--- src/irc_pkg.sv ---
// Shared types, codes and scaling constants for the IMU raw sample unit converter.
// No dependencies; every other file but irc_intf imports this package.
package irc_pkg;

  typedef enum logic [1:0] {
    CMD_ACCEL = 2'd0,
    CMD_GYRO  = 2'd1,
    CMD_TEMP  = 2'd2,
    CMD_MAG   = 2'd3
  } cmd_t;

  typedef enum logic [1:0] {
    ST_VALID     = 2'd0,
    ST_NOT_READY = 2'd1,
    ST_OVERFLOW  = 2'd2
  } status_t;

  typedef enum logic [1:0] {
    REG_ADJ_X = 2'd0,
    REG_ADJ_Y = 2'd1,
    REG_ADJ_Z = 2'd2
  } reg_idx_t;

  typedef logic [8:0] adj_t;

  typedef struct packed {
    logic ld1;
    logic ld2;
    logic ld3;
  } pipe_ctrl_t;

  localparam int unsigned NUM_LANES = 3;
  localparam int unsigned ADDR_W    = 4;
  localparam int unsigned DATA_W    = 32;

  localparam adj_t ADJ_RESET = 9'd256;

  localparam logic [7:0] MAG_RDY_MASK = 8'h01;
  localparam logic [7:0] MAG_OVF_MASK = 8'h08;

  // Lane datapath widths.
  localparam int unsigned M1_W   = 25;
  localparam int unsigned T_W    = 27;
  localparam int unsigned RCP_W  = 30;
  localparam int unsigned PROD_W = 57;
  localparam int unsigned Q_W    = 18;
  localparam int unsigned VAL_W  = 20;

  // Accel: raw * 1000 / 8192 = raw * 125 / 1024.
  localparam int unsigned ACC_NUM   = 125;
  localparam int unsigned ACC_SHIFT = 10;

  // Magnetometer: raw * adj * 49120 / (256 * 32760) = raw * adj * 307 / (64 * 819).
  localparam int unsigned MAG_NUM       = 307;
  localparam int unsigned MAG_PRE_SHIFT = 6;
  localparam int unsigned MAG_DIV       = 819;

  localparam int unsigned GYR_MUL = 100;
  localparam int unsigned GYR_DIV = 655;
  localparam int unsigned TMP_MUL = 10000;
  localparam int unsigned TMP_DIV = 33387;

  localparam int unsigned GYR_SHIFT = 25;
  localparam int unsigned TMP_SHIFT = 31;
  localparam int unsigned MAG_SHIFT = 36;

  // Rounded-up reciprocals; the shifts are large enough for exact quotients.
  localparam logic [RCP_W-1:0] GYR_RCP =
    RCP_W'(((64'd1 << GYR_SHIFT) * GYR_MUL + GYR_DIV - 1) / GYR_DIV);
  localparam logic [RCP_W-1:0] TMP_RCP =
    RCP_W'(((64'd1 << TMP_SHIFT) * TMP_MUL + TMP_DIV - 1) / TMP_DIV);
  localparam logic [RCP_W-1:0] MAG_RCP =
    RCP_W'(((64'd1 << MAG_SHIFT) + MAG_DIV - 1) / MAG_DIV);

  localparam logic signed [VAL_W-1:0] TMP_OFS = 20'sd2100;

endpackage

--- src/irc_merge.sv ---
// Merging stage: restores signs, applies the temperature offset, saturates and masks by status.
// Zeroes y and z for temperature. Depends on irc_pkg; holds the top level's output register.
module irc_merge
  import irc_pkg::*;
(
  input  logic                          clk,
  input  logic                          load,
  input  cmd_t                          cmd,
  input  status_t                       status,
  input  logic [NUM_LANES-1:0][Q_W-1:0] quot,
  input  logic [NUM_LANES-1:0]          neg,
  output logic signed [15:0]            x_value,
  output logic signed [15:0]            y_value,
  output logic signed [15:0]            z_value,
  output logic [1:0]                    status_out
);

  function automatic logic signed [15:0] sat16(input logic signed [VAL_W-1:0] v);
    logic signed [15:0] res;
    if (v > VAL_W'(32767)) begin
      res = 16'sh7FFF;
    end else if (v < -VAL_W'(32768)) begin
      res = 16'sh8000;
    end else begin
      res = v[15:0];
    end
    return res;
  endfunction

  logic signed [VAL_W-1:0] val [NUM_LANES];
  logic signed [15:0]      res_nxt [NUM_LANES];
  logic signed [15:0]      x_r, y_r, z_r;
  logic [1:0]              st_r;

  always_comb begin
    for (int i = 0; i < NUM_LANES; i++) begin
      val[i] = neg[i] ? -$signed(VAL_W'(quot[i])) : $signed(VAL_W'(quot[i]));
      if (i == 0 && cmd == CMD_TEMP) begin
        val[i] = val[i] + TMP_OFS;
      end
      if (status != ST_VALID || (i != 0 && cmd == CMD_TEMP)) begin
        res_nxt[i] = '0;
      end else begin
        res_nxt[i] = sat16(val[i]);
      end
    end
  end

  always_ff @(posedge clk) begin
    if (load) begin
      x_r  <= res_nxt[0];
      y_r  <= res_nxt[1];
      z_r  <= res_nxt[2];
      st_r <= status;
    end
  end

  assign x_value    = x_r;
  assign y_value    = y_r;
  assign z_value    = z_r;
  assign status_out = st_r;

endmodule

--- config.mk ---
export PLATFORM = sky130hd
export DESIGN_NAME = irc_merge
export DESIGN_NICKNAME = d
export VERILOG_FILES = /design/src/irc_pkg.sv /design/src/irc_merge.sv
export SDC_FILE = /design/constraint.sdc
export NUM_CORES = 1
export LEC_CHECK = 0
export BUFFER_PORTS_ARGS = -buffer_cell sky130_fd_sc_hd__buf_2
export CAP_MARGIN = 10
export CORE_ASPECT_RATIO = 0.5
export CORE_MARGIN = 1.5
export CORE_UTILIZATION = 48
export DETAILED_ROUTE_END_ITERATION = 6
export PLACE_DENSITY = 0.74
export SETUP_SLACK_MARGIN = 0.15
export SYNTH_ARGS = -nofsm -noshare
export SYNTH_HDL_FRONTEND = slang
export SYNTH_SLANG_ARGS = --single-unit
--- constraint.sdc ---
create_clock -name clk -period 6.5 [get_ports clk]
set_input_delay 1.3 -clock clk [delete_from_list [all_inputs] [get_ports clk]]
set_output_delay 1.3 -clock clk [all_outputs]
set_load 0.03 [all_outputs]
=== Word level (Yosys, flattened, before mapping) ===
Cells that the tools add are included.

* Bits in registers: 50
* Output and inout bits: 50
* Logic and storage cells: 33

* Add/sub/neg operators: 4
* Order comparisons: 6
* Equality and inequality tests: 1
* Multiplexer cells: 10
* Reduce and logical (&&, ||, !) cells: 5

{| class="wikitable"
|+ Operator list
! kind !! count
|-
| $mux 20 || 4
|-
| $gt 20x16->1 const B || 3
|-
| $lt 20x16->1 const B || 3
|-
| $neg 18->20 || 3
|-
| $mux 16 || 3
|-
| $mux 15 || 3
|-
| $add 20x13->20 const B || 1
|-
| $reduce_or 2->1 || 3
|-
| $eq 2x2->1 const B || 1
|-
| $reduce_bool 2->1 || 1
|-
| $logic_or 1x1->1 || 1
|}

=== Longest topological paths before layout ===
* Word-level depth: 7
* Mapped depth: 13
* Gate-level depth less buffers: 12

=== Least setup slack after synthesis ===
Ideal clock, no wire load.

* Path kind: in2reg
* From: in quot[18] (netlist bit)
* To: reg y_r[10] (netlist: y_value[10]), data pin
* Library setup time: 0.258 ns
* Arrival time: 3.592 ns
* Setup slack: 2.650 ns
* Cell stages on the path: 12
* Buffers on the path: 1
* Cells stage by stage: inv_1 > ha_1 > or4b_4 > or3_4 > or4_4 > nor3_4 > nor2_1 > o21bai_1 > a21oi_1 > o21ai_2 > buf_6 > o21ai_2

* Longest elaborated chain between the ends: 5

{| class="wikitable"
|+ RTL lines
! what !! line !! text
|-
| start: declaration || irc_merge.sv:10 || <nowiki>input logic [NUM_LANES-1:0][Q_W-1:0] quot,</nowiki>
|-
| $neg 18->20 || irc_merge.sv:37 || <nowiki>val[i] = neg[i] ? -$signed(VAL_W'(quot[i])) : $signed(VAL_W'(quot[i]));</nowiki>
|-
| $mux 20 * || irc_merge.sv:37 ||
|-
| $lt 20x16->1 || irc_merge.sv:22 || <nowiki>end else if (v < -VAL_W'(32768)) begin</nowiki>
|-
| $mux 16 || irc_merge.sv:22 ||
|-
| $mux 15 * || irc_merge.sv:20 || <nowiki>if (v > VAL_W'(32767)) begin</nowiki>
|-
| end signal: assignment || irc_merge.sv:52 || <nowiki>y_r <= res_nxt[1];</nowiki>
|-
| end: declaration || irc_merge.sv:32 || <nowiki>logic signed [15:0] x_r, y_r, z_r;</nowiki>
|}

Mark *: on every way between the ends. The rest lies on a longest branch, timed or not.
A chain may end at the register's enable or synchronous reset.

=== Worst setup path after layout ===
* From: in quot[18] (netlist bit)
* To: reg y_r[4] (netlist: y_value[4]), data pin

The elaborated chain is that of the path after synthesis.

==> reports/results.ini <==
[clock_tree]
cts.sinks = 50
cts_tree = yes
path_clk_slew_ps = 60
numCtsBuffers = 5
cts-hold-fix-buffers = 0
post_cts_resize_count = 0
clockBufferDepth = 2
clock-root-buffer = clkbuf_16
htree_levels = 2
post_cts_buffers = 0

[timing]
fmaxAchievable_mhz = 235
finalSetupViolations = 0
tightest_slew_ps = 1090
fin_crit_sh_pct = 65.4
relSlewSlack_pct = 27.6
hold_ws_ps = 1260
post-route-min-period_ps = 4250
rsz0062_at_grt = no
hold_viol = 0
finalMaxSlewViolations = 0
setup_tns_ps = 0

[logic_synthesis]
async_flop_share_pct = 0
yosys_warnings = 0
netlist-cell-type-count = 68
synth_seq_cells = 50
synth-main-ff-cell = edfxtp_1
syn_inst = 375
syn-num-nets = 442
synth.most_common_cell = edfxtp_1
synth_largest_area_cell = edfxtp_1
synth_edf_count = 50
synthTopCellsByCount = edfxtp_1, o21ai_0, xor2_1, nand2_1, xnor2_1
ys_seq_area_share_pct = 39.4
syn_area_per_cell_sq_um = 10.2
syn_area_sq_mm = 0.00381
netlist.area_leader.share_pct = 39.4
synthTopCellsByArea = edfxtp_1, xor2_1, xnor2_1

[finish]
area_delta_synth_final_pct = 18.9
fin_nets = 542
diodes = 0
fin_area_sq_mm = 0.00453
layout-drive-gt1-share_pct = 35.2

[die]
core_area_sq_mm = 0.00751
ios = 113
start_util_pct = 50.7
die_y_um = 66.0
num_rows = 22
die_x_um = 129
die_area_sq_mm = 0.00852

[global_route]
grtUsageTotal_pct = 19.2
gr-total-overflow = 0
grt_pass1_vias = 2744
grt_max_degree = 51
grt_first_pass_wirelength_mm = 13.1
antenna_found_initial = 0

[place]
portBuffers = 112
gp_congestion = 0.846
dpl_cell_area_sq_mm = 0.00440
dp_hpwl_mm = 6.35

[pwr]
power_density_mw_per_mm2 = 193
p_leak_nw = 1.75
ir_worst_vdd_mv = 0.113

[route]
via_count = 3153
via_per_inst = 5.41
drt_iter0_markers = 197
dr.pass1.iters = 5
detail-route-antenna-nets = 0
drc = 0
wire_per_inst_um = 14.0
wirelength_mm = 8.18

[setup_path]
arrival_ps = 4250
start_kind = input port
cp-end-kind = register
path_class = input port to register
worst-path-max-fanout = 15
crit_required_ps = 6490

[job]
cap_violations = 0

[worst_hold_path]
hold_class = input port to register

[status]
outcome = complete, no violations

==> layer usage <==
layer  up-vias  GRT usage [%]  share of wire, %  wire length [um]
li1       1614              -                 -                 -
met1      1441           26.5                50              4060
met5         -              0                 0                 0
met2        94           32.9                46              3730
met3         4           2.59               4.2               346
met4         0           2.95              0.54                44
==> cell usage in the layout (no fill, tap or decap), types with 3 or more instances in the layout <==
cell	Yosys	routed
a21oi_1	12	12
nor2_1	18	18
or4_1	3	3
xnor2_1	22	22
nor3_1	8	8
or3_1	6	6
o41ai_1	6	6
nand2_2	3	3
o211ai_1	4	4
o21bai_1	3	3
nand2b_1	7	7
ha_1	4	4
a22oi_2	10	10
buf_2	3	112
nor3_2	3	3
o31ai_1	9	9
edfxtp_1	50	50
o21ai_0	32	32
nand3b_1	4	4
nor4_1	6	6
xor2_1	30	30
a22oi_1	5	5
nor2b_1	4	4
clkbuf_16	0	5
nand3_1	6	6
inv_1	13	13
o21ai_1	4	4
o21ai_2	12	12
mux2i_1	4	4
nand2_1	26	26
==> report_power, final <==
part           internal (mW)  switching (mW)  leakage (nW)
registers              0.384         0.00575         0.478
clock network          0.141           0.102        0.0640
logic                 0.0804           0.160          1.21
total                  0.605           0.268          1.75
==> path summary, 6_finish.rpt <==
kind	start	end	slack (ps)	cells after the start
min	status[1]	status_out[1]	1260	1
max	quot[18]	y_value[4]	2250	12
==> through the flow <==
step / worst slack (ps) / util, % / power (mW) / cells
2_1_floorplan: 2650 / - / 0.560 / 375
3_5_place_dp: 1940 / 58.6 / 0.637 / 576
3_3_place_gp: 2050 / 58.6 / 0.634 / 576
4_1_cts: 2230 / 60.3 / 0.880 / 583
5_1_grt: 1980 / 60.3 / 0.914 / 583
6_report: 2250 / 60.3 / 0.873 / 583
==> logic make-up after synthesis <==
group	Yosys count	share of synthesized area, %
and+or+nand+nor	116	18.5
AOI/OAI and AO/OA	115	22.8
xor gates and xnor gates	54	12.8
DFF	50	39.4
buffers and inverters	32	4.13
muxes	4	1.05
adders and majority gates	4	1.31
==> sequential cells by signal, summed over array words and instances, names as in the netlist <==
signal and cells:
x_value 16, y_value 16, z_value 16, status_out 2
==> area by class of cell <==
| cell class | count | area (sq um) |
|---|---|---|
| inverters | 13 | 48.8 |
| multi-input cells | 293 | 2150 |
| flip-flops and latches | 50 | 1500 |
| clock buffers | 7 | 133 |
| well taps | 108 | 135 |
| fillers | 657 | 2980 |
| repair buffers | 112 | 561 |
==> worst max-delay path, stage by stage <==
cell and delay [ps]:
buf_2 100, inv_1 80, ha_1 180, or4b_4 480
or3_4 350, or4_4 440, nor3_4 150, nor2_1 70
o21bai_1 130, a21oi_1 90, o21ai_2 660, o21ai_0 210
(Power assumes the default switching activity.)
