[src/irc_pkg.sv]
// Shared types, codes and scaling constants for the IMU raw sample unit converter.
// No dependencies; every other file but irc_intf imports this package.
package irc_pkg;

  typedef enum logic [1:0] {
    CMD_ACCEL = 2'd0,
    CMD_GYRO  = 2'd1,
    CMD_TEMP  = 2'd2,
    CMD_MAG   = 2'd3
  } cmd_t;

  typedef enum logic [1:0] {
    ST_VALID     = 2'd0,
    ST_NOT_READY = 2'd1,
    ST_OVERFLOW  = 2'd2
  } status_t;

  typedef enum logic [1:0] {
    REG_ADJ_X = 2'd0,
    REG_ADJ_Y = 2'd1,
    REG_ADJ_Z = 2'd2
  } reg_idx_t;

  typedef logic [8:0] adj_t;

  typedef struct packed {
    logic ld1;
    logic ld2;
    logic ld3;
  } pipe_ctrl_t;

  localparam int unsigned NUM_LANES = 3;
  localparam int unsigned ADDR_W    = 4;
  localparam int unsigned DATA_W    = 32;

  localparam adj_t ADJ_RESET = 9'd256;

  localparam logic [7:0] MAG_RDY_MASK = 8'h01;
  localparam logic [7:0] MAG_OVF_MASK = 8'h08;

  // Lane datapath widths.
  localparam int unsigned M1_W   = 25;
  localparam int unsigned T_W    = 27;
  localparam int unsigned RCP_W  = 30;
  localparam int unsigned PROD_W = 57;
  localparam int unsigned Q_W    = 18;
  localparam int unsigned VAL_W  = 20;

  // Accel: raw * 1000 / 8192 = raw * 125 / 1024.
  localparam int unsigned ACC_NUM   = 125;
  localparam int unsigned ACC_SHIFT = 10;

  // Magnetometer: raw * adj * 49120 / (256 * 32760) = raw * adj * 307 / (64 * 819).
  localparam int unsigned MAG_NUM       = 307;
  localparam int unsigned MAG_PRE_SHIFT = 6;
  localparam int unsigned MAG_DIV       = 819;

  localparam int unsigned GYR_MUL = 100;
  localparam int unsigned GYR_DIV = 655;
  localparam int unsigned TMP_MUL = 10000;
  localparam int unsigned TMP_DIV = 33387;

  localparam int unsigned GYR_SHIFT = 25;
  localparam int unsigned TMP_SHIFT = 31;
  localparam int unsigned MAG_SHIFT = 36;

  // Rounded-up reciprocals; the shifts are large enough for exact quotients.
  localparam logic [RCP_W-1:0] GYR_RCP =
    RCP_W'(((64'd1 << GYR_SHIFT) * GYR_MUL + GYR_DIV - 1) / GYR_DIV);
  localparam logic [RCP_W-1:0] TMP_RCP =
    RCP_W'(((64'd1 << TMP_SHIFT) * TMP_MUL + TMP_DIV - 1) / TMP_DIV);
  localparam logic [RCP_W-1:0] MAG_RCP =
    RCP_W'(((64'd1 << MAG_SHIFT) + MAG_DIV - 1) / MAG_DIV);

  localparam logic signed [VAL_W-1:0] TMP_OFS = 20'sd2100;

endpackage

[src/irc_cfg_regs.sv]
// APB-style register file holding the three magnetometer adjustment factors.
// Depends on irc_pkg.
module irc_cfg_regs
  import irc_pkg::*;
(
  input  logic              clk,
  input  logic              rst_n,
  input  logic              psel,
  input  logic              penable,
  input  logic              pwrite,
  input  logic [ADDR_W-1:0] paddr,
  input  logic [DATA_W-1:0] pwdata,
  output logic [DATA_W-1:0] prdata,
  output logic              pready,
  output adj_t              adj_x,
  output adj_t              adj_y,
  output adj_t              adj_z
);

  adj_t adj_x_r, adj_x_nxt;
  adj_t adj_y_r, adj_y_nxt;
  adj_t adj_z_r, adj_z_nxt;
  logic wr_en;
  reg_idx_t idx;

  assign pready = 1'b1;
  assign wr_en  = psel && penable && pwrite;
  assign idx    = reg_idx_t'(paddr[ADDR_W-1:2]);

  always_comb begin
    adj_x_nxt = adj_x_r;
    adj_y_nxt = adj_y_r;
    adj_z_nxt = adj_z_r;
    if (wr_en) begin
      case (idx)
        REG_ADJ_X: adj_x_nxt = pwdata[8:0];
        REG_ADJ_Y: adj_y_nxt = pwdata[8:0];
        REG_ADJ_Z: adj_z_nxt = pwdata[8:0];
        default: ;
      endcase
    end
  end

  always_comb begin
    case (idx)
      REG_ADJ_X: prdata = DATA_W'(adj_x_r);
      REG_ADJ_Y: prdata = DATA_W'(adj_y_r);
      REG_ADJ_Z: prdata = DATA_W'(adj_z_r);
      default:   prdata = '0;
    endcase
  end

  always_ff @(posedge clk) begin
    if (!rst_n) begin
      adj_x_r <= ADJ_RESET;
      adj_y_r <= ADJ_RESET;
      adj_z_r <= ADJ_RESET;
    end else begin
      adj_x_r <= adj_x_nxt;
      adj_y_r <= adj_y_nxt;
      adj_z_r <= adj_z_nxt;
    end
  end

  assign adj_x = adj_x_r;
  assign adj_y = adj_y_r;
  assign adj_z = adj_z_r;

endmodule

[config.mk]
export PLATFORM = sky130hd
export DESIGN_NAME = irc_cfg_regs
export DESIGN_NICKNAME = d
export VERILOG_FILES = /design/src/irc_pkg.sv /design/src/irc_cfg_regs.sv
export SDC_FILE = /design/constraint.sdc
export NUM_CORES = 1
export LEC_CHECK = 0
export ABC_AREA = 1
export BUFFER_PORTS_ARGS = -buffer_cell sky130_fd_sc_hd__buf_2
export CORE_AREA = 4 4 67 69
export DETAILED_ROUTE_END_ITERATION = 12
export DIE_AREA = 0 0 71 73
export HOLD_SLACK_MARGIN = 0.15
export PLACE_DENSITY = 0.86
export SLEW_MARGIN = 40
export SYNTH_ARGS = -nofsm -noshare
export SYNTH_HDL_FRONTEND = slang
export SYNTH_SLANG_ARGS = --single-unit
[constraint.sdc]
create_clock -name clk -period 0.8 [get_ports clk]
set_input_delay 0.04 -clock clk [delete_from_list [all_inputs] [get_ports clk]]
set_output_delay 0.04 -clock clk [all_outputs]
set_load 0.05 [all_outputs]
[Yosys cells after proc, flatten, opt, wreduce, memory -nomap -nowiden]
Index checks and enable logic that the tools add are counted.
Operators by class
  equal/unequal tests: 2
  muxes and demuxes: 1
  reduce and logical (&&, ||, !) cells: 6
Operator list (count)
  case mux 9 bit (3 select lines): 1
  AND reduction 2 bit: 3
  == test 2 x 1 -> 1 bit, second input constant: 1
  == test 2 bit, second input constant: 1
  logical AND 1 bit: 2
  zero test 2 bit: 1
Storage, ports and cells
  register bits after elaboration: 27
  input port bits: 41
  output and inout bits: 60

[Depth between registers and ports, before layout]
  depth after elaboration: 3
  mapped depth: 6
  mapped depth without buffers: 5

[Worst setup path after synthesis]
OpenSTA, ideal clock, no wires.
  kind: reg-to-output
  from: reg adj_y_r[0] (netlist: adj_y[0])
  to: out prdata[0]
  data arrival time: 1.139 ns
  stages on the path, launching flop included: 3
  slack: -0.379 ns
  cell sequence: dfxtp_1 -> nand2_1 -> nand3_1
Between the ends
  longest elaborated chain between the ends: 1
Ends and longest elaborated chain
  start, declared: line irc_cfg_regs.sv:21  | adj_t adj_y_r, adj_y_nxt;
  start signal, assigned: line irc_cfg_regs.sv:60  | adj_y_r <= adj_y_nxt;
  case mux 9 bit (3 select lines): line irc_cfg_regs.sv:45  | case (idx)
  end, declared: line irc_cfg_regs.sv:13  | output logic [DATA_W-1:0] prdata,
No other way between the ends.

[Worst setup path in the final report]
  from: reg adj_z_r[4] (netlist: adj_z[4])
  to: out prdata[4]
Between the ends
  longest elaborated chain between the ends: 1
Ends and longest elaborated chain
  start, declared: line irc_cfg_regs.sv:22  | adj_t adj_z_r, adj_z_nxt;
  start signal, assigned: line irc_cfg_regs.sv:61  | adj_z_r <= adj_z_nxt;
  case mux 9 bit (3 select lines): line irc_cfg_regs.sv:45
No other way between the ends.

==> impl_results.rst <==
.. list-table::
   :header-rows: 1

   * - Metric
     - Value
   * - Share of post-route cells with drive strength above 1
     - 53.8%
   * - Max Fanout on Critical Path
     - 3
   * - Setup clock skew after layout
     - 0 ns
   * - Area added between synthesis and finish
     - 86.5%
   * - Total number of vias
     - 1779
   * - Dominant register cell in the synthesized netlist
     - sky130_fd_sc_hd__dfxtp_1
   * - Post-DRT Antenna Nets
     - 0
   * - Die extent in y
     - 73 microns
   * - Core region area
     - 3910 sq um
   * - GP Congestion
     - 0.847
   * - Number of clock sinks seen by CTS
     - 27
   * - Average wire per standard cell
     - 16.7 microns
   * - Dominant delay contributor by cell family on the critical path
     - flip-flops
   * - Worst hold-check path type
     - in -> reg
   * - Crit path kind
     - reg -> out
   * - Post-route fraction of the period consumed by the critical path
     - 124%
   * - Hold_ws
     - 0.137 ns
   * - Detailed Route Iter0 Violations
     - 126
   * - Level count of the clock H-tree
     - 1
   * - Total placed cells including tap cells
     - 330
   * - Post-Route Setup TNS
     - -4.11 ns
   * - Die Wd
     - 71 microns
   * - Share of async-settable or async-resettable flops after synthesis
     - 0%
   * - Global-route total usage across every layer
     - 18.6%
   * - Top-level I/O count
     - 101
   * - Cell with the most instances after synthesis
     - sky130_fd_sc_hd__nand2_1
   * - Insertion delay to the later sink of the worst-skew pair
     - 0.27 ns
   * - Maximum buffer depth of the clock tree
     - 2
   * - Post-route DRC
     - 0
   * - Setup repair after global routing missed its margin
     - yes
   * - Worst supply voltage drop on vdd
     - 0.000610 V
   * - Clock-pin transition on the worst setup and hold timing paths
     - 0.09 ns
   * - Status
     - finished with violations
   * - CP Launch Type
     - flop
   * - TritonCTS buffer count
     - 3
   * - Initial Util
     - 39.0%
   * - Number of enable-type register cells in the synthesized netlist
     - 0
   * - Worst endpoint required time
     - 0.76 ns
   * - Static Leakage
     - 0.00144 uW
   * - Number of filler instances in the final layout
     - 250
   * - Final worst path period need
     - 0.995 ns
   * - Arrival @ worst endpoint
     - 0.96 ns
   * - Post-route total power
     - 3190 uW
   * - Number of global-route vias before repair
     - 1528
   * - Cell accounting for the most synthesized area
     - sky130_fd_sc_hd__dfxtp_1
   * - Yosys warns
     - 0
   * - Most area-consuming cells after synthesis
     - sky130_fd_sc_hd__dfxtp_1, sky130_fd_sc_hd__nand2_1, sky130_fd_sc_hd__buf_4
   * - Largest net degree at the start of global routing
     - 28
   * - Commonest cells post-synth
     - sky130_fd_sc_hd__nand2_1, sky130_fd_sc_hd__nor2_1, sky130_fd_sc_hd__nand3_1
   * - Net count reported at finish
     - 343
   * - Final setup margin
     - -0.195 ns
   * - Die Outline Area
     - 5180 sq um
   * - Netlist area before placement
     - 1530 sq um
   * - Final-report hold violation count
     - 0
   * - Sort of element at the end of the critical path
     - output port
   * - Antenna violations before repair
     - 0
   * - Violations in the final reports
     - setup timing
   * - Power per unit of standard cell area
     - 1120 nW/um^2
   * - Maximum cell stage delay along the critical path
     - 0.37 ns
   * - Area fraction of the dominant cell type after synthesis
     - 35.4%
   * - CTS tree
     - done
   * - Number of buffer and inverter instances along the worst setup path
     - 1
   * - Port Buffer Count
     - 51
   * - Max-capacitance violation count
     - 0
   * - First-pass GRT wire length
     - 7.60 mm
   * - Total count of max-transition violations in the final report
     - 0
   * - Count of cell types in the netlist
     - 14
   * - FMAX
     - 1.00 GHz
   * - Cell chosen for the clock root
     - sky130_fd_sc_hd__clkbuf_8
   * - Seq/Total Area, Yosys
     - 35.4%
   * - Count of endpoints failing setup in the final report
     - 41
   * - Final cell count without fillers
     - 351
   * - Mean number of vias per cell
     - 5.07
   * - Post-synthesis average cell area
     - 6.79 sq um
   * - Flops & latches, synth
     - 27
   * - Core Rows
     - 23
   * - Slowest stage cell, crit path
     - sky130_fd_sc_hd__dfxtp_4
   * - Wire length after detailed routing
     - 5.85 mm
   * - Dpl hpwl
     - 3.06 mm
   * - Congestion Overflow GR
     - 0
   * - Number of instances in the synthesized netlist
     - 225
   * - TritonRoute pass-1 iters
     - 5
   * - ANT cells
     - 0
   * - Worst reg2reg setup slack
     - -0.05 ns
   * - Cells along the critical path
     - nand2_2 -> nand3_4 -> buf_8
-- kinds of logic (layout without fill, tap and decap cells) --
family                 Yosys count  in the layout  synth area share (%)
and+or+nand+nor                150            150                  43.7
DFF                             27             27                  35.4
other                            2             24                 0.492
buffers and inverters           43             97                  19.5
AOI/OAI and AO/OA                3              3                 0.983
-- power breakdown --
part / switching [uW] / total [uW] / internal, uW
clock network: 423 / 773 / 349
registers: 45.2 / 1350 / 1300
logic: 722 / 1070 / 346
total: 1190 / 3190 / 2000
-- flip-flops by register name (all words and copies together), names as in the netlist --
| register | flops |
|---|---|
| adj_x | 9 |
| adj_y | 9 |
| adj_z | 9 |
-- metal layers --
metal	routed length [microns]	share of wire (%)	up-vias	track usage [%]
met3	406	6.9	17	3.86
met2	2990	51	109	32.3
met1	2320	40	837	22.6
li1	-	-	816	-
met4	131	2.2	0	7.31
met5	0	0	-	0
-- final cells by class --
cell class / count / area (sq um) / share of cell area, %
repair buffers: 82 / 985 / 34.6
inverters: 11 / 46.3 / 1.62
flip-flops and latches: 27 / 642 / 22.5
clock inverters: 1 / 5.00 / 0.176
multi-input cells: 177 / 1070 / 37.5
well taps: 50 / 62.6 / 2.20
clock buffers: 3 / 41.3 / 1.45
-- worst register-to-register path: stages (launching register included) --
cell                      delay, ns
sky130_fd_sc_hd__dfxtp_4       0.36
sky130_fd_sc_hd__buf_6         0.12
sky130_fd_sc_hd__buf_6         0.10
sky130_fd_sc_hd__nor2_1        0.11
sky130_fd_sc_hd__nor2_1        0.06
-- stage by stage --
| stage | utilization, % | setup slack [ns] | instance area (sq um) |
|---|---|---|---|
| global placement | 52.5 | -0.171 | 2050 |
| global route | 72.8 | -0.235 | 2850 |
| floorplan | - | 0.0521 | 1820 |
| CTS | 66.1 | -0.163 | 2590 |
| finish | 72.8 | -0.195 | 2850 |
| detailed placement | 52.5 | -0.195 | 2050 |
-- final timing paths --
path / startpoint / depth (start not counted) / endpoint
hold reg to reg: adj_z[0]$_SDFFE_PN0P_ / 2 / adj_z[0]$_SDFFE_PN0P_
hold / removal: pwdata[7] / 5 / adj_x[7]$_SDFFE_PN0P_
setup reg to reg: adj_z[5]$_SDFFE_PN0P_ / 4 / adj_z[5]$_SDFFE_PN0P_
setup / recovery: adj_z[4]$_SDFFE_PN0P_ / 3 / prdata[4]
-- timing repair --
action / 4_1_cts / 5_1_grt
pin swaps: 22 / 9
endpoints found under the setup margin: 36 / 50
setup buffers: 1 / 10
endpoints found under the hold margin: 23 / 1
cloned: 0 / 1
gates resized for setup: 129 / 48
hold buffers: 5 / 1
-- cell usage in the layout, fill, tap and decap left out --
cell type	count
sky130_fd_sc_hd__dlygate4sd3_1	6
sky130_fd_sc_hd__nand2_1	30
sky130_fd_sc_hd__clkinv_2	1
sky130_fd_sc_hd__nand3_4	10
sky130_fd_sc_hd__nor2_1	48
sky130_fd_sc_hd__buf_6	17
sky130_fd_sc_hd__clkbuf_4	1
sky130_fd_sc_hd__o21ai_0	3
sky130_fd_sc_hd__buf_12	5
sky130_fd_sc_hd__nand3_2	4
sky130_fd_sc_hd__buf_4	8
sky130_fd_sc_hd__clkbuf_8	3
sky130_fd_sc_hd__dfxtp_4	27
sky130_fd_sc_hd__inv_4	2
sky130_fd_sc_hd__inv_2	4
sky130_fd_sc_hd__buf_8	32
sky130_fd_sc_hd__inv_1	5
sky130_fd_sc_hd__nor2_2	2
sky130_fd_sc_hd__nand2_4	19
sky130_fd_sc_hd__conb_1	24
sky130_fd_sc_hd__clkbuf_16	1
sky130_fd_sc_hd__buf_2	12
sky130_fd_sc_hd__nand2_2	9
sky130_fd_sc_hd__nor2_4	5
sky130_fd_sc_hd__nand3_1	23
Power figures use the tool's default switching activity.
