## src/irc_pkg.sv

```systemverilog
// Shared types, codes and scaling constants for the IMU raw sample unit converter.
// No dependencies; every other file but irc_intf imports this package.
package irc_pkg;

  typedef enum logic [1:0] {
    CMD_ACCEL = 2'd0,
    CMD_GYRO  = 2'd1,
    CMD_TEMP  = 2'd2,
    CMD_MAG   = 2'd3
  } cmd_t;

  typedef enum logic [1:0] {
    ST_VALID     = 2'd0,
    ST_NOT_READY = 2'd1,
    ST_OVERFLOW  = 2'd2
  } status_t;

  typedef enum logic [1:0] {
    REG_ADJ_X = 2'd0,
    REG_ADJ_Y = 2'd1,
    REG_ADJ_Z = 2'd2
  } reg_idx_t;

  typedef logic [8:0] adj_t;

  typedef struct packed {
    logic ld1;
    logic ld2;
    logic ld3;
  } pipe_ctrl_t;

  localparam int unsigned NUM_LANES = 3;
  localparam int unsigned ADDR_W    = 4;
  localparam int unsigned DATA_W    = 32;

  localparam adj_t ADJ_RESET = 9'd256;

  localparam logic [7:0] MAG_RDY_MASK = 8'h01;
  localparam logic [7:0] MAG_OVF_MASK = 8'h08;

  // Lane datapath widths.
  localparam int unsigned M1_W   = 25;
  localparam int unsigned T_W    = 27;
  localparam int unsigned RCP_W  = 30;
  localparam int unsigned PROD_W = 57;
  localparam int unsigned Q_W    = 18;
  localparam int unsigned VAL_W  = 20;

  // Accel: raw * 1000 / 8192 = raw * 125 / 1024.
  localparam int unsigned ACC_NUM   = 125;
  localparam int unsigned ACC_SHIFT = 10;

  // Magnetometer: raw * adj * 49120 / (256 * 32760) = raw * adj * 307 / (64 * 819).
  localparam int unsigned MAG_NUM       = 307;
  localparam int unsigned MAG_PRE_SHIFT = 6;
  localparam int unsigned MAG_DIV       = 819;

  localparam int unsigned GYR_MUL = 100;
  localparam int unsigned GYR_DIV = 655;
  localparam int unsigned TMP_MUL = 10000;
  localparam int unsigned TMP_DIV = 33387;

  localparam int unsigned GYR_SHIFT = 25;
  localparam int unsigned TMP_SHIFT = 31;
  localparam int unsigned MAG_SHIFT = 36;

  // Rounded-up reciprocals; the shifts are large enough for exact quotients.
  localparam logic [RCP_W-1:0] GYR_RCP =
    RCP_W'(((64'd1 << GYR_SHIFT) * GYR_MUL + GYR_DIV - 1) / GYR_DIV);
  localparam logic [RCP_W-1:0] TMP_RCP =
    RCP_W'(((64'd1 << TMP_SHIFT) * TMP_MUL + TMP_DIV - 1) / TMP_DIV);
  localparam logic [RCP_W-1:0] MAG_RCP =
    RCP_W'(((64'd1 << MAG_SHIFT) + MAG_DIV - 1) / MAG_DIV);

  localparam logic signed [VAL_W-1:0] TMP_OFS = 20'sd2100;

endpackage

```

## src/irc_lane.sv

```systemverilog
// One axis lane: word assembly, magnitude scaling and reciprocal division in three stages.
// Depends on irc_pkg; three copies run side by side in the top level.
module irc_lane
  import irc_pkg::*;
(
  input  logic           clk,
  input  pipe_ctrl_t     ctrl,
  input  cmd_t           cmd,
  input  logic [7:0]     byte_a,
  input  logic [7:0]     byte_b,
  input  adj_t           adj,
  output logic [Q_W-1:0] quot,
  output logic           neg
);

  logic [15:0]       word;
  logic [15:0]       abs_w;
  adj_t              fac;
  logic [M1_W-1:0]   m1_r, m1_nxt;
  cmd_t              cmd1_r, cmd2_r;
  logic              neg1_r, neg2_r, neg3_r;
  logic [33:0]       acc_prod;
  logic [33:0]       mag_prod;
  logic [T_W-1:0]    t_r, t_nxt;
  logic [RCP_W-1:0]  rcp;
  logic [PROD_W-1:0] prod;
  logic [Q_W-1:0]    q_r, q_nxt;

  assign word  = (cmd == CMD_MAG) ? {byte_b, byte_a} : {byte_a, byte_b};
  assign abs_w = word[15] ? 16'(-word) : word;
  assign fac   = (cmd == CMD_MAG) ? adj : 9'd1;
  assign m1_nxt = M1_W'(abs_w) * M1_W'(fac);

  assign acc_prod = 34'(m1_r) * 34'(ACC_NUM);
  assign mag_prod = 34'(m1_r) * 34'(MAG_NUM);

  always_comb begin
    case (cmd1_r)
      CMD_ACCEL: t_nxt = T_W'(acc_prod >> ACC_SHIFT);
      CMD_MAG:   t_nxt = T_W'(mag_prod >> MAG_PRE_SHIFT);
      default:   t_nxt = T_W'(m1_r);
    endcase
  end

  always_comb begin
    case (cmd2_r)
      CMD_GYRO: rcp = GYR_RCP;
      CMD_TEMP: rcp = TMP_RCP;
      CMD_MAG:  rcp = MAG_RCP;
      default:  rcp = RCP_W'(1);
    endcase
  end

  assign prod = PROD_W'(t_r) * PROD_W'(rcp);

  always_comb begin
    case (cmd2_r)
      CMD_GYRO: q_nxt = Q_W'(prod >> GYR_SHIFT);
      CMD_TEMP: q_nxt = Q_W'(prod >> TMP_SHIFT);
      CMD_MAG:  q_nxt = Q_W'(prod >> MAG_SHIFT);
      default:  q_nxt = Q_W'(prod);
    endcase
  end

  always_ff @(posedge clk) begin
    if (ctrl.ld1) begin
      m1_r   <= m1_nxt;
      cmd1_r <= cmd;
      neg1_r <= word[15];
    end
    if (ctrl.ld2) begin
      t_r    <= t_nxt;
      cmd2_r <= cmd1_r;
      neg2_r <= neg1_r;
    end
    if (ctrl.ld3) begin
      q_r    <= q_nxt;
      neg3_r <= neg2_r;
    end
  end

  assign quot = q_r;
  assign neg  = neg3_r;

endmodule

```

## config.mk

```make
export PLATFORM = sky130hd
export DESIGN_NAME = irc_lane
export DESIGN_NICKNAME = d
export VERILOG_FILES = /design/src/irc_pkg.sv /design/src/irc_lane.sv
export SDC_FILE = /design/constraint.sdc
export NUM_CORES = 2
export LEC_CHECK = 0
export ABC_AREA = 1
export BUFFER_PORTS_ARGS = -buffer_cell sky130_fd_sc_hd__buf_2
export CAP_MARGIN = 5
export CORE_ASPECT_RATIO = 0.8
export CORE_UTILIZATION = 55
export DETAILED_ROUTE_END_ITERATION = 7
export PLACE_DENSITY = 0.68
export SLEW_MARGIN = 40
export SYNTH_ARGS = -nofsm -noshare
export SYNTH_HDL_FRONTEND = slang
export SYNTH_SLANG_ARGS = --single-unit
export TNS_END_PERCENT = 50
```

## constraint.sdc

```tcl
create_clock -name clk -period 13.27 [get_ports clk]
set_input_delay 1.327 -clock clk [delete_from_list [all_inputs] [get_ports clk]]
set_output_delay 1.327 -clock clk [all_outputs]
set_load 0.05 [all_outputs]
```

### Word-level counts from Yosys, hierarchy flattened

Cells that the tools add are included.

| cells by class | value |
|---|---|
| multiply operators | 4 |
| reductions and logical operators | 1 |
| muxes and demuxes | 6 |
| $add $sub $neg | 1 |
| equal/unequal tests | 5 |

Operators with widths:

| cell | count |
|---|---|
| $pmux 30 s3 | 1 |
| $mul 27x30->54 | 1 |
| $pmux 18 s3 | 1 |
| $pmux 27 s2 | 1 |
| $mul 25x9->33 const B | 1 |
| $mul 25x7->32 const B | 1 |
| $mux 16 | 2 |
| $mul 16x9->25 | 1 |
| $neg 16->16 | 1 |
| $mux 9 | 1 |
| $eq 2x2->1 const B | 4 |
| $eq 2x1->1 const B | 1 |
| $logic_not 2->1 | 1 |

| storage, ports and cells | value |
|---|---|
| word-level logic and storage cells | 25 |
| bits in registers | 77 |
| output and inout bits | 19 |

### Depth between registers and ports, before layout

| logic depth | value |
|---|---|
| word-level depth | 5 |
| mapped depth | 37 |
| gate-level depth less buffers | 34 |

### Least setup slack after synthesis

No wires, ideal clock.

| path | value |
|---|---|
| path type | register to register |
| start point | reg cmd2_r[0] |
| end point | reg q_r[11], in the netlist quot[11] (data pin) |
| buffers on the path | 4 |
| cell stages (with the launch flop) | 36 |
| data arrival time | 7139 ps |
| library setup time | 249 ps |
| setup slack | 5881 ps |
| required time | 13021 ps |
| cells stage by stage | edfxtp_1 -> clkbuf_1 -> buf_1 -> inv_1 -> ha_1 -> clkbuf_1 -> o21ai_0 -> clkbuf_1 -> nor2_1 -> fa_1 -> inv_1 -> fa_1 -> fa_1 -> fa_1 -> fa_1 -> inv_1 -> fa_1 -> inv_1 -> fa_1 -> inv_1 -> ha_1 -> nand2_1 -> nor2_1 -> inv_1 -> nor2_1 -> nand2_1 -> nand2_1 -> nand2_1 -> nand2_1 -> nand2_1 -> nand3_1 -> nand2_1 -> inv_1 -> nand3_1 -> nand2_1 -> inv_1 |

| between the ends | value |
|---|---|
| cells in the longest elaborated chain, start to end | 4 |
| elaborated cells on any way between the ends | 6 |
| classes of those cells | mul: 1; eq/ne: 3; mux: 2 |

RTL lines:

| what | RTL line | RTL |
|---|---|---|
| start, declared | irc_lane.sv:20 | `cmd_t cmd1_r, cmd2_r;` |
| start signal, assigned | irc_lane.sv:73 | `cmd2_r <= cmd1_r;` |
| $eq 2x2->1 or $eq 2x1->1 (tied branches) | irc_lane.sv:46, irc_lane.sv:57 |  |
| $pmux 30 s3 | irc_lane.sv:46 | `case (cmd2_r)` |
| $mul 27x30->54 | irc_lane.sv:54 | `assign prod = PROD_W'(t_r) * PROD_W'(rcp);` |
| $pmux 18 s3 (*) | irc_lane.sv:57 | `case (cmd2_r)` |
| named net q_nxt[11] | irc_lane.sv:27 | `logic [Q_W-1:0] q_r, q_nxt;` |
| end signal, assigned | irc_lane.sv:77 | `q_r <= q_nxt;` |
| end, declared | irc_lane.sv:27 |  |

Mark *: on every way through the listed nets, which the timed path passes. The rest lies on a longest branch.
A chain may end at the register's enable or synchronous reset.

### Final worst setup path

| path | value |
|---|---|
| start point | reg cmd2_r[0] |
| end point | reg q_r[17], in the netlist quot[17] (data pin) |

Same word-level chain as after synthesis.

==> results by group <==
Layout
  • Layout cells sized above 1: 2.88%
  • Antenna diode count: 0
  • Final layout net count: 6130
  • Synth-to-Final Area Change: 4.23%

Critical path
  • Max incr delay on CP: 560 ps
  • Slowest stage cell on the critical path: fa_1
  • Crit path top cell by count: nand2_1
  • Critical path required time: 13430 ps
  • R2R Path End: quot[17]
  • Reg-to-reg slack, setup: ~4600 ps
  • Worst Path Max Fanout: 31
  • Worst r2r src: cmd2_r[0]
  • Crit Path Class: reg2reg
  • Worst Setup End Kind: register
  • R2R depth: 32
  • Arrival @ worst endpoint: 8830 ps
  • Critical Path Start Type: register

Routing
  • Vias: 30.6k
  • Remaining antenna violation count: 0
  • Total wire length: 117 mm
  • Via density: around 5.3
  • Initial DRC Count: 3217
  • TritonRoute pass-1 iters: 6
  • DRC viols: 0
  • DR WL/cell: 20.3 µm

Die
  • Die area: 70800 µm²
  • Die W: 297 µm
  • Starting Density: between 50% and 60%
  • Top Ports: 50
  • Die Ht: 238 µm
  • Core ar.: 68900 µm²
  • Row count: 86

Clock network
  • Skew-Pair Late Insertion Delay: around 400 ps
  • H-tree depth: 3
  • # Post-CTS Setup Buffers: 0
  • CTS sink cnt: 77
  • CTS tree: built
  • Clock buffer depth: 2
  • CTS resizes: 0
  • Clk slew on worst S/H paths: ~80 ps
  • CTS Hold Bufs: 0
  • Clock Root Buffer: clkbuf_16
  • CTS buffer count: 9

STA
  • Final worst slack: between 4000 and 5000 ps
  • Final hold vios: 0
  • # setup viols final: 0
  • Worst-margin pin slew: 833 ps
  • Rel. slew slack: about 44%
  • Layout Skew: between 20 and 25 ps
  • RSZ-0062 raised after global routing: false
  • Period utilization: 65.4%
  • Peak Freq: about 0.12 GHz
  • Final Critical Period: 8680 ps
  • Setup TNS: 0 ps
  • Max-slew violation count: 0

Place
  • Routability cong.: 1.02
  • I/O Buffers: 49
  • DP Worst Slack: 4510 ps
  • Final HPWL DP: 106 mm

Logic synthesis
  • Post-synth top area share: 40.8%
  • Net Count, Synth: 6110
  • Post-synthesis sequential area ratio: 6.03%
  • Synth warn: 0
  • Syn_area_per_cell: 7.93 µm²
  • Area leader, netlist: fa_1
  • Post-synth top flop: edfxtp_1
  • Synth top area cells: fa_1 41%, ha_1 15%, inv_1 15%
  • EDFF count, synth: 77
  • Synthesized cell area: approximately 38000 µm²
  • Asr flop ratio synth: 0%
  • Post-synth cell types: 51
  • Gate Count Post-Synth: 4836
  • Synth Register Bits: just under 80

GRT
  • GRT Util Overall: between 30% and 40%
  • Vias in the first global route: 30.5k
  • Aggregate global routing overflow: 0
  • Global-route wire length before repair: 184 mm
  • Largest net degree at the start of global routing: 45
  • Initial antenna violation count: 0

Min path
  • Worst Hold Launch: neg1_r
  • Hold path endpoint: neg2_r
  • Hold WC Path Type: reg2reg
  • Hold Path Depth: 0

Outcome
  • Status: complete, no violations

Run
  • Maxcap violations: 0
placed cells by master, fill, tap and decap left out, types with 5 or more instances in the layout:
cell and instances:
xnor2_1 14, edfxtp_1 77, o21ai_2 8, inv_2 9, buf_4 11, clkbuf_16 9
inv_1 1498, o21ai_0 80, fa_1 781, nand3b_1 20, or2_2 11, nor3_1 27
nor4_1 7, xor2_1 22, a31oi_1 10, o21ai_1 6, o21a_1 5, nand4_1 40
o21bai_1 10, a21oi_1 139, nand2_2 10, ha_1 458, buf_2 49, nor2_1 304
nor2_2 5, a21o_1 9, a21boi_0 7, nand2_1 1011, nand3_1 183
routing by layer:
| layer | up-vias | routed length (µm) | global-route usage [%] | part of all wire (%) |
|---|---|---|---|---|
| met3 | 95 | 14300 | 9.72 | 12 |
| met1 | 14781 | 57100 | 56.1 | 49 |
| met2 | 1427 | 44400 | 46.3 | 38 |
| met4 | 0 | 1580 | 5.11 | 1.3 |
| li1 | 14266 | - | - | - |
| met5 | - | 0 | 0 | 0 |
synth_stat cells (11+ instances only):
cell type / count
clkbuf_1: 38
ha_1: 462
nand2_1: 1011
nand4_1: 40
nand3_1: 183
o21ai_0: 81
nor2_1: 307
xor2_1: 22
edfxtp_1: 77
or2_2: 11
inv_1: 1499
nand3b_1: 20
xnor2_1: 14
a21oi_1: 139
fa_1: 781
nor3_1: 27
flip-flops by register name, summed over array words and instances, names as in the netlist:
name	cells
cmd1_r	2
cmd2_r	2
m1_r	25
neg	1
neg1_r	1
neg2_r	1
quot	18
t_r	27
cell type report:
class	instances	area (µm²)
sequential	77	2310
tap	924	1160
clock buffer	9	225
fill	6555	28900
timing repair buffer	61	355
clock inverter	7	91.3
inverter	1507	5660
multi-input combinational	3200	30200
how the worst max path moves through the flow:
stage / endpoint / slack, ps / from
floorplan: quot[11] / 5880 / cmd2_r[0]
global placement: quot[6] / 4540 / cmd2_r[0]
detailed placement: quot[13] / 4510 / cmd2_r[0]
CTS: quot[13] / 4500 / cmd2_r[0]
global route: quot[7] / 4160 / cmd2_r[0]
finish: quot[17] / 4590 / cmd2_r[0]
through the flow:
step                std cells  instance area (µm²)  hold slack (ps)  util, %
floorplan                4836                38300              400        -
global placement         5768                39600              403     57.5
detailed placement       5768                39600              422     57.5
CTS                      5784                39900              441     58.0
global route             5785                40000              444     58.0
finish                   5785                40000              436     58.0
worst max-delay path, delay by kind of cell, from the launching register on:
family / cells / cell delay, ps
fa+ha+maj: 9 / 4200
simple gates: 13 / 2020
buf+inv: 9 / 1700
flops: 1 / 350
compound gates: 1 / 130
logic make-up after synthesis:
group | after synthesis | share of synthesized area [%]
compound gates | 289 | 4.29
xor+xnor | 39 | 0.979
fa+ha+maj | 1243 | 55.8
buf+inv | 1559 | 15.4
flops | 77 | 6.03
simple gates | 1629 | 17.5
Power is not shown: default switching activity piles up to over one toggle a cycle in this logic, so the estimate is an artifact.
